**src/design/mbps_pkg.sv**
```systemverilog
`default_nettype none

package mbps_pkg;

  // Pattern register geometry
  localparam int PAT_BYTES  = 16;
  localparam int IDX_W      = 4;
  localparam int LEN_W      = 5;
  localparam int CARE_W     = 16;
  localparam int OFS_W      = 32;
  localparam int CFG_IDX_W  = 2;
  localparam int CFG_DATA_W = 64;

  // Configuration register indexes
  typedef enum logic [CFG_IDX_W-1:0] {
    REG_PAT_LO = 2'd0,
    REG_PAT_HI = 2'd1,
    REG_CARE   = 2'd2,
    REG_LEN    = 2'd3
  } cfg_reg_t;

  // Per-cycle control shared by every window cell
  typedef struct packed {
    logic shift;
    logic clear;
  } cell_ctrl_t;

  // Pattern byte a cell compares against
  typedef struct packed {
    logic       active;
    logic [7:0] value;
  } cell_pat_t;

  // One search result
  typedef struct packed {
    logic             found;
    logic [OFS_W-1:0] offset;
  } result_t;

endpackage

`default_nettype wire

```
**src/design/mbps_cell.sv**
```systemverilog
`default_nettype none

// One window position: holds a haystack byte, passes it on each shift and
// checks the byte moving in against the pattern byte aimed at this position.
module mbps_cell (
  input  wire                 clk,
  input  wire                 rst_n,
  input  mbps_pkg::cell_ctrl_t ctrl,
  input  wire  [7:0]          byte_in,
  input  mbps_pkg::cell_pat_t pat,
  output logic [7:0]          byte_out,
  output logic                hit
);
  import mbps_pkg::*;

  logic [7:0] byte_r;
  logic [7:0] byte_nxt;

  // Clear at end of haystack wins over shift
  always_comb begin
    byte_nxt = byte_r;
    if (ctrl.clear) begin
      byte_nxt = 8'h00;
    end else if (ctrl.shift) begin
      byte_nxt = byte_in;
    end
  end

  always_ff @(posedge clk) begin
    if (!rst_n) begin
      byte_r <= 8'h00;
    end else begin
      byte_r <= byte_nxt;
    end
  end

  // Wildcards and positions outside the pattern always pass
  assign hit      = !pat.active || (byte_in == pat.value);
  assign byte_out = byte_r;

endmodule

`default_nettype wire

```
**src/design/mbps_out_buf.sv**
```systemverilog
`default_nettype none

// Two-entry result queue: output register plus skid entry, so the input side
// keeps flowing while one result waits downstream.
module mbps_out_buf (
  input  wire               clk,
  input  wire               rst_n,
  input  wire               push,
  input  mbps_pkg::result_t push_data,
  output logic              full,
  output logic              out_valid,
  input  wire               out_stall,
  output mbps_pkg::result_t out_data
);
  import mbps_pkg::*;

  logic    head_vld_r, head_vld_nxt;
  logic    skid_vld_r, skid_vld_nxt;
  result_t head_r, head_nxt;
  result_t skid_r, skid_nxt;
  logic    pop;

  assign pop = head_vld_r && !out_stall;

  always_comb begin
    head_vld_nxt = head_vld_r;
    skid_vld_nxt = skid_vld_r;
    head_nxt     = head_r;
    skid_nxt     = skid_r;
    // Drain: skid moves up into the output register
    if (pop) begin
      head_vld_nxt = skid_vld_r;
      head_nxt     = skid_r;
      skid_vld_nxt = 1'b0;
    end
    // Fill the first free slot
    if (push) begin
      if (!head_vld_nxt) begin
        head_vld_nxt = 1'b1;
        head_nxt     = push_data;
      end else begin
        skid_vld_nxt = 1'b1;
        skid_nxt     = push_data;
      end
    end
  end

  always_ff @(posedge clk) begin
    if (!rst_n) begin
      head_vld_r <= 1'b0;
      skid_vld_r <= 1'b0;
    end else begin
      head_vld_r <= head_vld_nxt;
      skid_vld_r <= skid_vld_nxt;
    end
  end

  always_ff @(posedge clk) begin
    head_r <= head_nxt;
    skid_r <= skid_nxt;
  end

  assign full      = skid_vld_r;
  assign out_valid = head_vld_r;
  assign out_data  = head_r;

endmodule

`default_nettype wire

```
**src/design/masked_byte_pattern_search.sv**
```systemverilog
`default_nettype none

// Masked byte pattern search. Takes one haystack byte per cycle, back to back,
// when in_stall is low, and reports the first offset at which the newest
// pattern_length bytes match the pattern on every byte whose care bit is set;
// a haystack that ends with no match gives found=0 at its last byte. A row of
// MAX_PATTERN_BYTES cells holds the sliding window; each cell compares the
// byte entering it against its pattern byte in the same cycle, so a byte's
// result is queued as the byte is taken. The cycle is set by the cell compares
// plus the AND across the row and the offset subtract. A two-entry output
// queue lets the input run while one result waits; in_stall rises only when
// both entries hold results. Register writes apply from the next byte.
module masked_byte_pattern_search #(
  parameter int MAX_PATTERN_BYTES = 16,
  parameter int OFFSET_BITS       = 32
) (
  input  wire                                clk,
  input  wire                                rst_n,
  // configuration
  input  wire                                cfg_wr_en,
  input  wire  [mbps_pkg::CFG_IDX_W-1:0]     cfg_index,
  input  wire  [mbps_pkg::CFG_DATA_W-1:0]    cfg_wdata,
  // haystack bytes
  input  wire                                in_valid,
  output logic                               in_stall,
  input  wire  [7:0]                         in_data_byte,
  input  wire                                in_last_byte,
  // results
  output logic                               out_valid,
  input  wire                                out_stall,
  output logic                               out_found,
  output logic [mbps_pkg::OFS_W-1:0]         out_match_offset
);
  import mbps_pkg::*;

  localparam int LEN_CAP = (MAX_PATTERN_BYTES < PAT_BYTES) ? MAX_PATTERN_BYTES : PAT_BYTES;
  localparam int WIDE    = (OFFSET_BITS > OFS_W) ? OFFSET_BITS : OFS_W;
  localparam logic [OFFSET_BITS-1:0] CNT_MAX = {OFFSET_BITS{1'b1}};

  // Configuration registers
  logic [CFG_DATA_W-1:0] pat_lo_r;
  logic [CFG_DATA_W-1:0] pat_hi_r;
  logic [CARE_W-1:0]     care_r;
  logic [LEN_W-1:0]      len_r;

  always_ff @(posedge clk) begin
    if (!rst_n) begin
      pat_lo_r <= '0;
      pat_hi_r <= '0;
      care_r   <= '0;
      len_r    <= '0;
    end else if (cfg_wr_en) begin
      unique case (cfg_reg_t'(cfg_index))
        REG_PAT_LO: pat_lo_r <= cfg_wdata;
        REG_PAT_HI: pat_hi_r <= cfg_wdata;
        REG_CARE:   care_r   <= cfg_wdata[CARE_W-1:0];
        REG_LEN:    len_r    <= cfg_wdata[LEN_W-1:0];
      endcase
    end
  end

  logic [8*PAT_BYTES-1:0] pat_all;
  assign pat_all = {pat_hi_r, pat_lo_r};

  // Input transaction and stream control
  logic       in_acc;
  logic       reported_r, reported_nxt;
  cell_ctrl_t cell_ctrl;
  logic       out_full;

  assign in_stall       = out_full;
  assign in_acc         = in_valid && !in_stall;
  assign cell_ctrl.shift = in_acc && !reported_r;
  assign cell_ctrl.clear = in_acc && in_last_byte;

  // Window cell row
  logic [7:0]                   win [MAX_PATTERN_BYTES];
  logic [MAX_PATTERN_BYTES-1:0] hits;

  genvar k;
  generate
    for (k = 0; k < MAX_PATTERN_BYTES; k++) begin : g_cell
      logic [7:0] byte_in;
      cell_pat_t  pat;

      if (k == 0) begin : g_head
        assign byte_in = in_data_byte;
      end else begin : g_link
        assign byte_in = win[k-1];
      end

      // Cell k sees pattern byte len-1-k when k is inside the pattern
      if (k < PAT_BYTES) begin : g_sel
        logic [LEN_W-1:0] idx_full;
        logic [IDX_W-1:0] idx;
        assign idx_full   = len_r - LEN_W'(k + 1);
        assign idx        = idx_full[IDX_W-1:0];
        assign pat.active = (len_r > LEN_W'(k)) && care_r[idx];
        assign pat.value  = pat_all[8*idx +: 8];
      end else begin : g_idle
        assign pat.active = 1'b0;
        assign pat.value  = 8'h00;
      end

      mbps_cell u_cell (
        .clk      (clk),
        .rst_n    (rst_n),
        .ctrl     (cell_ctrl),
        .byte_in  (byte_in),
        .pat      (pat),
        .byte_out (win[k]),
        .hit      (hits[k])
      );
    end
  endgenerate

  // Saturating byte counter
  logic [OFFSET_BITS-1:0] cnt_r, cnt_nxt, cnt_inc;

  assign cnt_inc = (cnt_r == CNT_MAX) ? cnt_r : cnt_r + 1'b1;

  always_comb begin
    cnt_nxt = cnt_r;
    if (cell_ctrl.clear) begin
      cnt_nxt = '0;
    end else if (cell_ctrl.shift) begin
      cnt_nxt = cnt_inc;
    end
  end

  always_ff @(posedge clk) begin
    if (!rst_n) begin
      cnt_r <= '0;
    end else begin
      cnt_r <= cnt_nxt;
    end
  end

  // Match decision and start offset
  logic            len_ok;
  logic            cnt_ok;
  logic            match;
  logic [WIDE-1:0] cnt_w, len_w, diff_w;
  result_t         res;
  logic            res_push;

  assign len_ok = (len_r != '0) && (len_r <= LEN_W'(LEN_CAP));
  assign cnt_w  = WIDE'(cnt_inc);
  assign len_w  = WIDE'(len_r);
  assign cnt_ok = cnt_w >= len_w;
  assign diff_w = cnt_w - len_w;
  assign match  = len_ok && cnt_ok && (&hits);

  assign res_push   = cell_ctrl.shift && (match || in_last_byte);
  assign res.found  = match;
  assign res.offset = match ? diff_w[OFS_W-1:0] : '0;

  // Reported flag: quiet until end of haystack
  always_comb begin
    reported_nxt = reported_r;
    if (cell_ctrl.clear) begin
      reported_nxt = 1'b0;
    end else if (cell_ctrl.shift && match) begin
      reported_nxt = 1'b1;
    end
  end

  always_ff @(posedge clk) begin
    if (!rst_n) begin
      reported_r <= 1'b0;
    end else begin
      reported_r <= reported_nxt;
    end
  end

  // Result queue
  result_t out_data;

  mbps_out_buf u_out_buf (
    .clk       (clk),
    .rst_n     (rst_n),
    .push      (res_push),
    .push_data (res),
    .full      (out_full),
    .out_valid (out_valid),
    .out_stall (out_stall),
    .out_data  (out_data)
  );

  assign out_found        = out_data.found;
  assign out_match_offset = out_data.offset;

endmodule

`default_nettype wire

```
**config.mk**
```make
export PLATFORM = sky130hd
export DESIGN_NAME = masked_byte_pattern_search
export DESIGN_NICKNAME = d
export VERILOG_FILES = /design/src/design/mbps_pkg.sv /design/src/design/mbps_cell.sv /design/src/design/mbps_out_buf.sv /design/src/design/masked_byte_pattern_search.sv
export SDC_FILE = /design/constraint.sdc
export NUM_CORES = 1
export LEC_CHECK = 0
export BUFFER_PORTS_ARGS = -buffer_cell sky130_fd_sc_hd__buf_4
export CORE_MARGIN = 2
export CORE_UTILIZATION = 55
export DETAILED_ROUTE_END_ITERATION = 6
export HOLD_SLACK_MARGIN = 0.05
export PLACE_DENSITY = 0.79
export SLEW_MARGIN = 20
export SYNTH_ARGS = -nofsm -noshare
export SYNTH_HDL_FRONTEND = slang
export SYNTH_SLANG_ARGS = --single-unit
```
**constraint.sdc**
```tcl
create_clock -name clk -period 9.45 [get_ports clk]
set_clock_uncertainty 0.05 [all_clocks]
set_input_delay 2.835 -clock clk [delete_from_list [all_inputs] [get_ports clk]]
set_output_delay 2.835 -clock clk [all_outputs]
set_load 0.05 [all_outputs]
```
== Word level (Yosys, flattened, before mapping) ==
Cells that the tools add are included.
Word-level totals
  flip-flop bits (word level): 370
  latch bits: 0
  RAM bits: 0
  ROM bits: 0
  input port bits: 80
  output and inout port bits: 35
  word-level logic and storage cells: 228
  memories kept: 0
Cells by class
  $add $sub $neg: 18
  multipliers: 0
  div/mod/pow operators: 0
  magnitude comparators: 34
  equal/unequal tests: 20
  shifts and indexed selects: 16
  multiplexer cells: 42
  bitwise logic cells: 1
  reductions and logical operators: 70
Operator list (count)
  128-bit by 8-bit variable part select with 8-bit output: 16
  8-bit equality test: 16
  33-bit 2-to-1 mux: 3
  4-bit by 5-bit < comparator with 1-bit output, second input constant: 16
  1-bit binary-select mux with 4-bit select: 16
  32-bit 2-to-1 mux: 2
  5-bit by 4-bit greater-than comparator with 1-bit output, second input constant: 8
  32-bit by 1-bit adder with 32-bit output, second input constant: 1
  32-bit equality test, second input constant: 1
  32-bit by 5-bit >= comparator with 1-bit output: 1
  32-bit by 5-bit subtractor with 32-bit output: 1
  4-bit subtractor, second input constant: 8
  1-bit logical AND: 25
  1-bit 2-to-1 mux: 21
  5-bit by 3-bit greater-than comparator with 1-bit output, second input constant: 4
  1-bit zero test: 19
  1-bit logical OR: 17
  16-bit AND reduction: 1
  4-bit by 3-bit subtractor with 4-bit output, second input constant: 4
  5-bit by 1-bit greater-than comparator with 1-bit output, second input constant: 2
  5-bit by 2-bit greater-than comparator with 1-bit output, second input constant: 2
  2-bit AND reduction: 5
  4-bit by 1-bit subtractor with 4-bit output, second input constant: 2
  4-bit by 2-bit subtractor with 4-bit output, second input constant: 2
  other kinds (7): 8

== Logic depth before layout (Yosys ltp) ==
  depth after elaboration: 11
  gate-level depth with buffers: 23
  gate-level depth less buffers: 17

== By module ==
From an unflattened synthesis, not the netlist that was laid out.
Unflattened totals
  cell total of the unflattened synthesis: 2349
  area, all modules: 25077.8 sq um
By module, submodules not included
  masked_byte_pattern_search: times used 1, cells each 1591, area each 16189.3 sq um, sequential area each 3643.5 sq um
  mbps_cell: times used 16, cells each 38, area each 380.4 sq um, sequential area each 160.2 sq um
  mbps_out_buf: times used 1, cells each 150, area each 2802.7 sq um, sequential area each 1691.6 sq um

== Worst setup path after synthesis ==
OpenSTA, ideal clock, no wires.
  path kind: register to register
  start point: register len_r[1]
  end point: register u_out_buf.skid_r[0] (netlist name), enable pin
  setup time: 0.473 ns
  data arrival time: 7.296 ns
  required time: 8.927 ns
  setup slack: 1.631 ns
  cell stages (with the launch flop): 21
  buffers on the path: 9
  clock period less this slack: 7.819 ns
  cells stage by stage: dfxtp_1 > clkbuf_1 > buf_4 > buf_2 > buf_2 > buf_2 > inv_1 > ha_1 > buf_6 > buf_6 > buf_6 > buf_2 > mux4_2 > mux2_2 > o2111ai_1 > o21ai_0 > a21bo_2 > nand4b_1 > nor4b_2 > nand3_4 > a211oi_1
Between the ends
  cells in the longest elaborated chain, start to end: 11
  elaborated cells on any way between the ends: 154
  classes of those cells: 16 x add/sub; 18 x order compare; 16 x eq/ne; 16 x shift; 32 x mux; 56 x reduce/logical
RTL lines
  start: declaration: RTL line masked_byte_pattern_search.sv:44  | logic [LEN_W-1:0] len_r;
  start signal: assignment: RTL line masked_byte_pattern_search.sv:57  | REG_LEN: len_r <= cfg_wdata[LEN_W-1:0];
  branches (longest 7 deep; another with 4-bit by 1-bit subtractor with 4-bit output)
  1-bit logical AND (*): RTL line masked_byte_pattern_search.sv:152  | assign match = len_ok && cnt_ok && (&hits);
  1-bit logical OR (*): RTL line masked_byte_pattern_search.sv:154  | assign res_push = cell_ctrl.shift && (match || in_last_byte);
  1-bit logical AND (*): RTL line masked_byte_pattern_search.sv:154
  2-bit AND reduction (no line) (*)
  end signal: assignment: RTL line mbps_out_buf.sv:60  | skid_r <= skid_nxt;
  end: declaration: RTL line mbps_out_buf.sv:20  | result_t skid_r, skid_nxt;
Mark *: on every way between the ends. The select of a mux whose other input is x is not followed.
A chain may end at the register's enable or synchronous reset.

== Worst setup path after layout ==
  start point: register len_r[0]
  end point: register u_out_buf.skid_r[6] (netlist name), enable pin
Same word-level chain as after synthesis.

==> summary.md <==
| Metric | Value |
|---|---|
| Total track usage | `35.2%` |
| Post-CTS Setup Inserts | `0` |
| Worst-path clk slew | `0.06 ns` |
| Vias in the first global route | `22041` |
| Crit-path max cell delay | `1.01 ns` |
| Synth Instances | `2847` |
| Resize count post-CTS | `0` |
| Buf+Inv Stages, Crit Path | `3` |
| Endpoint type of the worst setup path | `flip-flop` |
| Clk buf depth | `3` |
| Final setup vio count | `0` |
| Slew at the pin closest to its max-slew limit | `1.03 ns` |
| Routed Antenna Nets | `0` |
| Detailed Route Iter0 Violations | `3144` |
| Cell Pwr Density | `157 nW/um2` |
| Core area | `49100 um2` |
| # port buffers | `114` |
| DRT Wirelength | `90600 um` |
| CP top delay family | `simple AND/OR/NAND/NOR gates` |
| Synth async-reset ratio | `0%` |
| IR drop worst, VDD | `162 uV` |
| Fin. max-slew vios | `0` |
| Setup WS pre-CTS | `2.47 ns` |
| Wire length per cell | `25.8 um` |
| Rows | `81` |
| Layout cell share with drive strength beyond 1 | `21.0%` |
| Die width | `227 um` |
| P&R area growth vs syn | `9.23%` |
| Cell chain of the critical path | `inv_2 > ha_4 > buf_4 > mux4_2 > mux4_2 > xor2_1 > nor4_1 > a2111oi_0 > nand4b_1 > nor4b_2 > nand3_4 > a211oi_4 > buf_4` |
| Setup TNS Final | `0 ns` |
| Critical-path top delay cell | `dfxtp_4` |
| Die area | `51600 um2` |
| First-pass GRT wire length | `137000 um` |
| Fmax | `144 MHz` |
| DRC Markers | `0` |
| Via density | `6.69` |
| Initial antenna violation count | `5` |
| Final period utilization | `73.3%` |
| Hold_sp | `g_cell[2].u_cell.byte_out[6]` |
| Crit path from | `len_r[0]` |
| Final net count | `2907` |
| Cell Area, Synth | `27400 um2` |
| Largest net degree at the start of global routing | `149` |
| Worst skew pair latency | `0.59 ns` |
| Startpoint Class | `flip-flop` |
| RSZ-0062 raised after global routing | `false` |
| Minimum clock period | `6.92 ns` |
| Worst r2r src | `len_r[0]` |
| Hold Vio Cnt, Final | `0` |
| Crit-path max FO | `61` |
| Mean Syn Cell Area | `9.63 um2` |
| Yosys top cell area share | `24.6%` |
| Initial Util | `55.9%` |
| MaxCap Viol Count | `0` |
| Post-synth EDFFs | `33` |
| Hold Buf Count CTS | `0` |
| Synth area leaders | `dfxtp_1 (25%), mux4_2 (23%), nand2_1 (8.8%), mux2i_1 (7.3%), xnor2_1 (4.1%)` |
| CTS root buffer | `clkbuf_16` |
| Distinct cells, synth | `84` |
| Yosys reg bits | `370` |
| Seq/Total Area, Yosys | `28.2%` |
| H-tree levels | `2` |
| Post-synth top flop | `dfxtp_1` |
| Die H | `227 um` |
| Arrival time at the worst endpoint | `7.11 ns` |
| Clock sinks | `370` |
| Hold WC Path Type | `flip-flop to flip-flop` |
| # fillers | `4077` |
| Critical setup path kind | `flip-flop to flip-flop` |
| Crit path required time | `9.64 ns` |
| Pwr Total | `4.69 mW` |
| DRT Pass-1 Iters | `6` |
| Status | `finished, final reports clean` |
| Rel. slew slack | `31.1%` |
| Synth warn | `0` |
| Post-detail-place hpwl | `66800 um` |
| Total number of vias | `23469` |
| Ports | `115` |
| CTS buffer count | `41` |
| Post-route setup slack | `2.53 ns` |
| Gp weighted congestion | `1.01` |
| CTS tree | `yes` |
| Yosys top cell by area | `dfxtp_1` |
| Syn_nets | `2947` |
| Total congestion overflow | `0` |
| Leak | `10.4 nW` |
per-layer routing:
metal  track usage [%]  routed length (um)
met4              16.6                4760
met1              49.0               35700
met2              52.6               40100
met3              7.23               10000
met5                 0                   0
cell type report:
class                   count  area (um2)  area share [%]
diodes                      5        12.5          0.0418
well taps                 664         831            2.77
clock inverters            22         342            1.14
repair buffers            150        1140            3.81
clock buffers              53        1150            3.85
multi-input cells        2226       18600            62.3
inverters                  18        67.6           0.226
flip-flops and latches    370        7750            25.9
tightest hold or removal path, stage by stage, from the launching register on:
cell,delay (ns)
dfxtp_1,0.34
nand2_1,0.07
a21oi_1,0.05
registers in the layout (all words and copies together) (netlist names):
name	count
reported_r	1
cnt_r	32
u_out_buf.out_data	33
pat_lo_r	64
g_cell.u_cell.byte_out	120
len_r	5
pat_hi_r	64
care_r	16
u_out_buf.skid_r	33
u_out_buf.full	1
u_out_buf.out_valid	1
path summary, 6_finish.rpt:
kind,end,slack (ns),depth (start not counted)
min,g_cell[3].u_cell.byte_out[6],0.43,2
min reg2reg,g_cell[3].u_cell.byte_out[6],0.43,2
max reg2reg,u_out_buf.skid_r[6],2.53,13
max,u_out_buf.skid_r[6],2.53,13
synthesized netlist by cell type (16+ instances only):
cell type	n
a21boi_0	146
a21oi_1	160
a22oi_1	18
and3_1	16
buf_1	30
buf_2	39
buf_4	26
clkbuf_1	127
dfxtp_1	337
edfxtp_1	33
ha_1	19
mux2_2	49
mux2i_1	201
mux4_2	280
nand2_1	640
nand3_1	59
nand4_1	32
nor2_1	112
nor3_1	28
nor4_1	19
o21ai_0	36
xnor2_1	128
xor2_1	105
placed cells by master, fill, tap and decap left out, types with 6 or more instances in the layout:
master | Yosys | layout
a211oi_1 | 9 | 8
a21boi_0 | 146 | 146
a21oi_1 | 160 | 160
a22o_1 | 6 | 6
a22oi_1 | 18 | 18
a31oi_1 | 10 | 10
and2_1 | 11 | 11
and3_1 | 16 | 16
and4_1 | 8 | 8
buf_4 | 26 | 148
bufinv_16 | 0 | 6
clkbuf_16 | 0 | 42
clkbuf_8 | 0 | 6
dfxtp_1 | 337 | 333
edfxtp_1 | 33 | 33
ha_1 | 19 | 17
inv_1 | 13 | 13
mux2_2 | 49 | 49
mux2i_1 | 201 | 201
mux4_2 | 280 | 280
nand2_1 | 640 | 640
nand3_1 | 59 | 58
nand4_1 | 32 | 32
nor2_1 | 112 | 111
nor2b_1 | 15 | 14
nor3_1 | 28 | 27
nor4_1 | 19 | 19
o2111ai_1 | 7 | 7
o211ai_1 | 7 | 7
o21ai_0 | 36 | 36
o22ai_1 | 7 | 7
o31ai_1 | 8 | 8
or3_1 | 10 | 10
xnor2_1 | 128 | 124
xor2_1 | 105 | 105
power by group:
group | switching [mW] | internal [mW]
combinational | 0.708 | 0.439
sequential | 0.103 | 1.67
clock | 0.723 | 1.05
total | 1.53 | 3.16
cells by family (layout without fill, tap and decap cells):
kind of cell    after synthesis  after routing  share of synthesized area (%)
simple gates                985            985                           15.7
buf+inv                     251            243                           4.25
xor+xnor                    236            236                           7.62
compound gates              454            454                           10.9
flops                       370            370                           28.2
other cells                   0              5                              0
mux                         531            531                           32.4
fa+ha+maj                    20             20                          0.940
through the flow:
stage / hold WS (ns) / instance area, um2 / instances / utilization (%)
after global placement: 0.414 / 28400 / 3428 / 57.9
final: 0.427 / 29900 / 3508 / 61.0
after CTS: 0.419 / 29900 / 3503 / 61.0
after global routing: 0.449 / 29900 / 3508 / 61.0
after detailed placement: 0.416 / 28400 / 3428 / 58.0
after floorplan: 0.395 / 27400 / 2847 / -
Note: power is estimated with default switching activity, not from simulation.
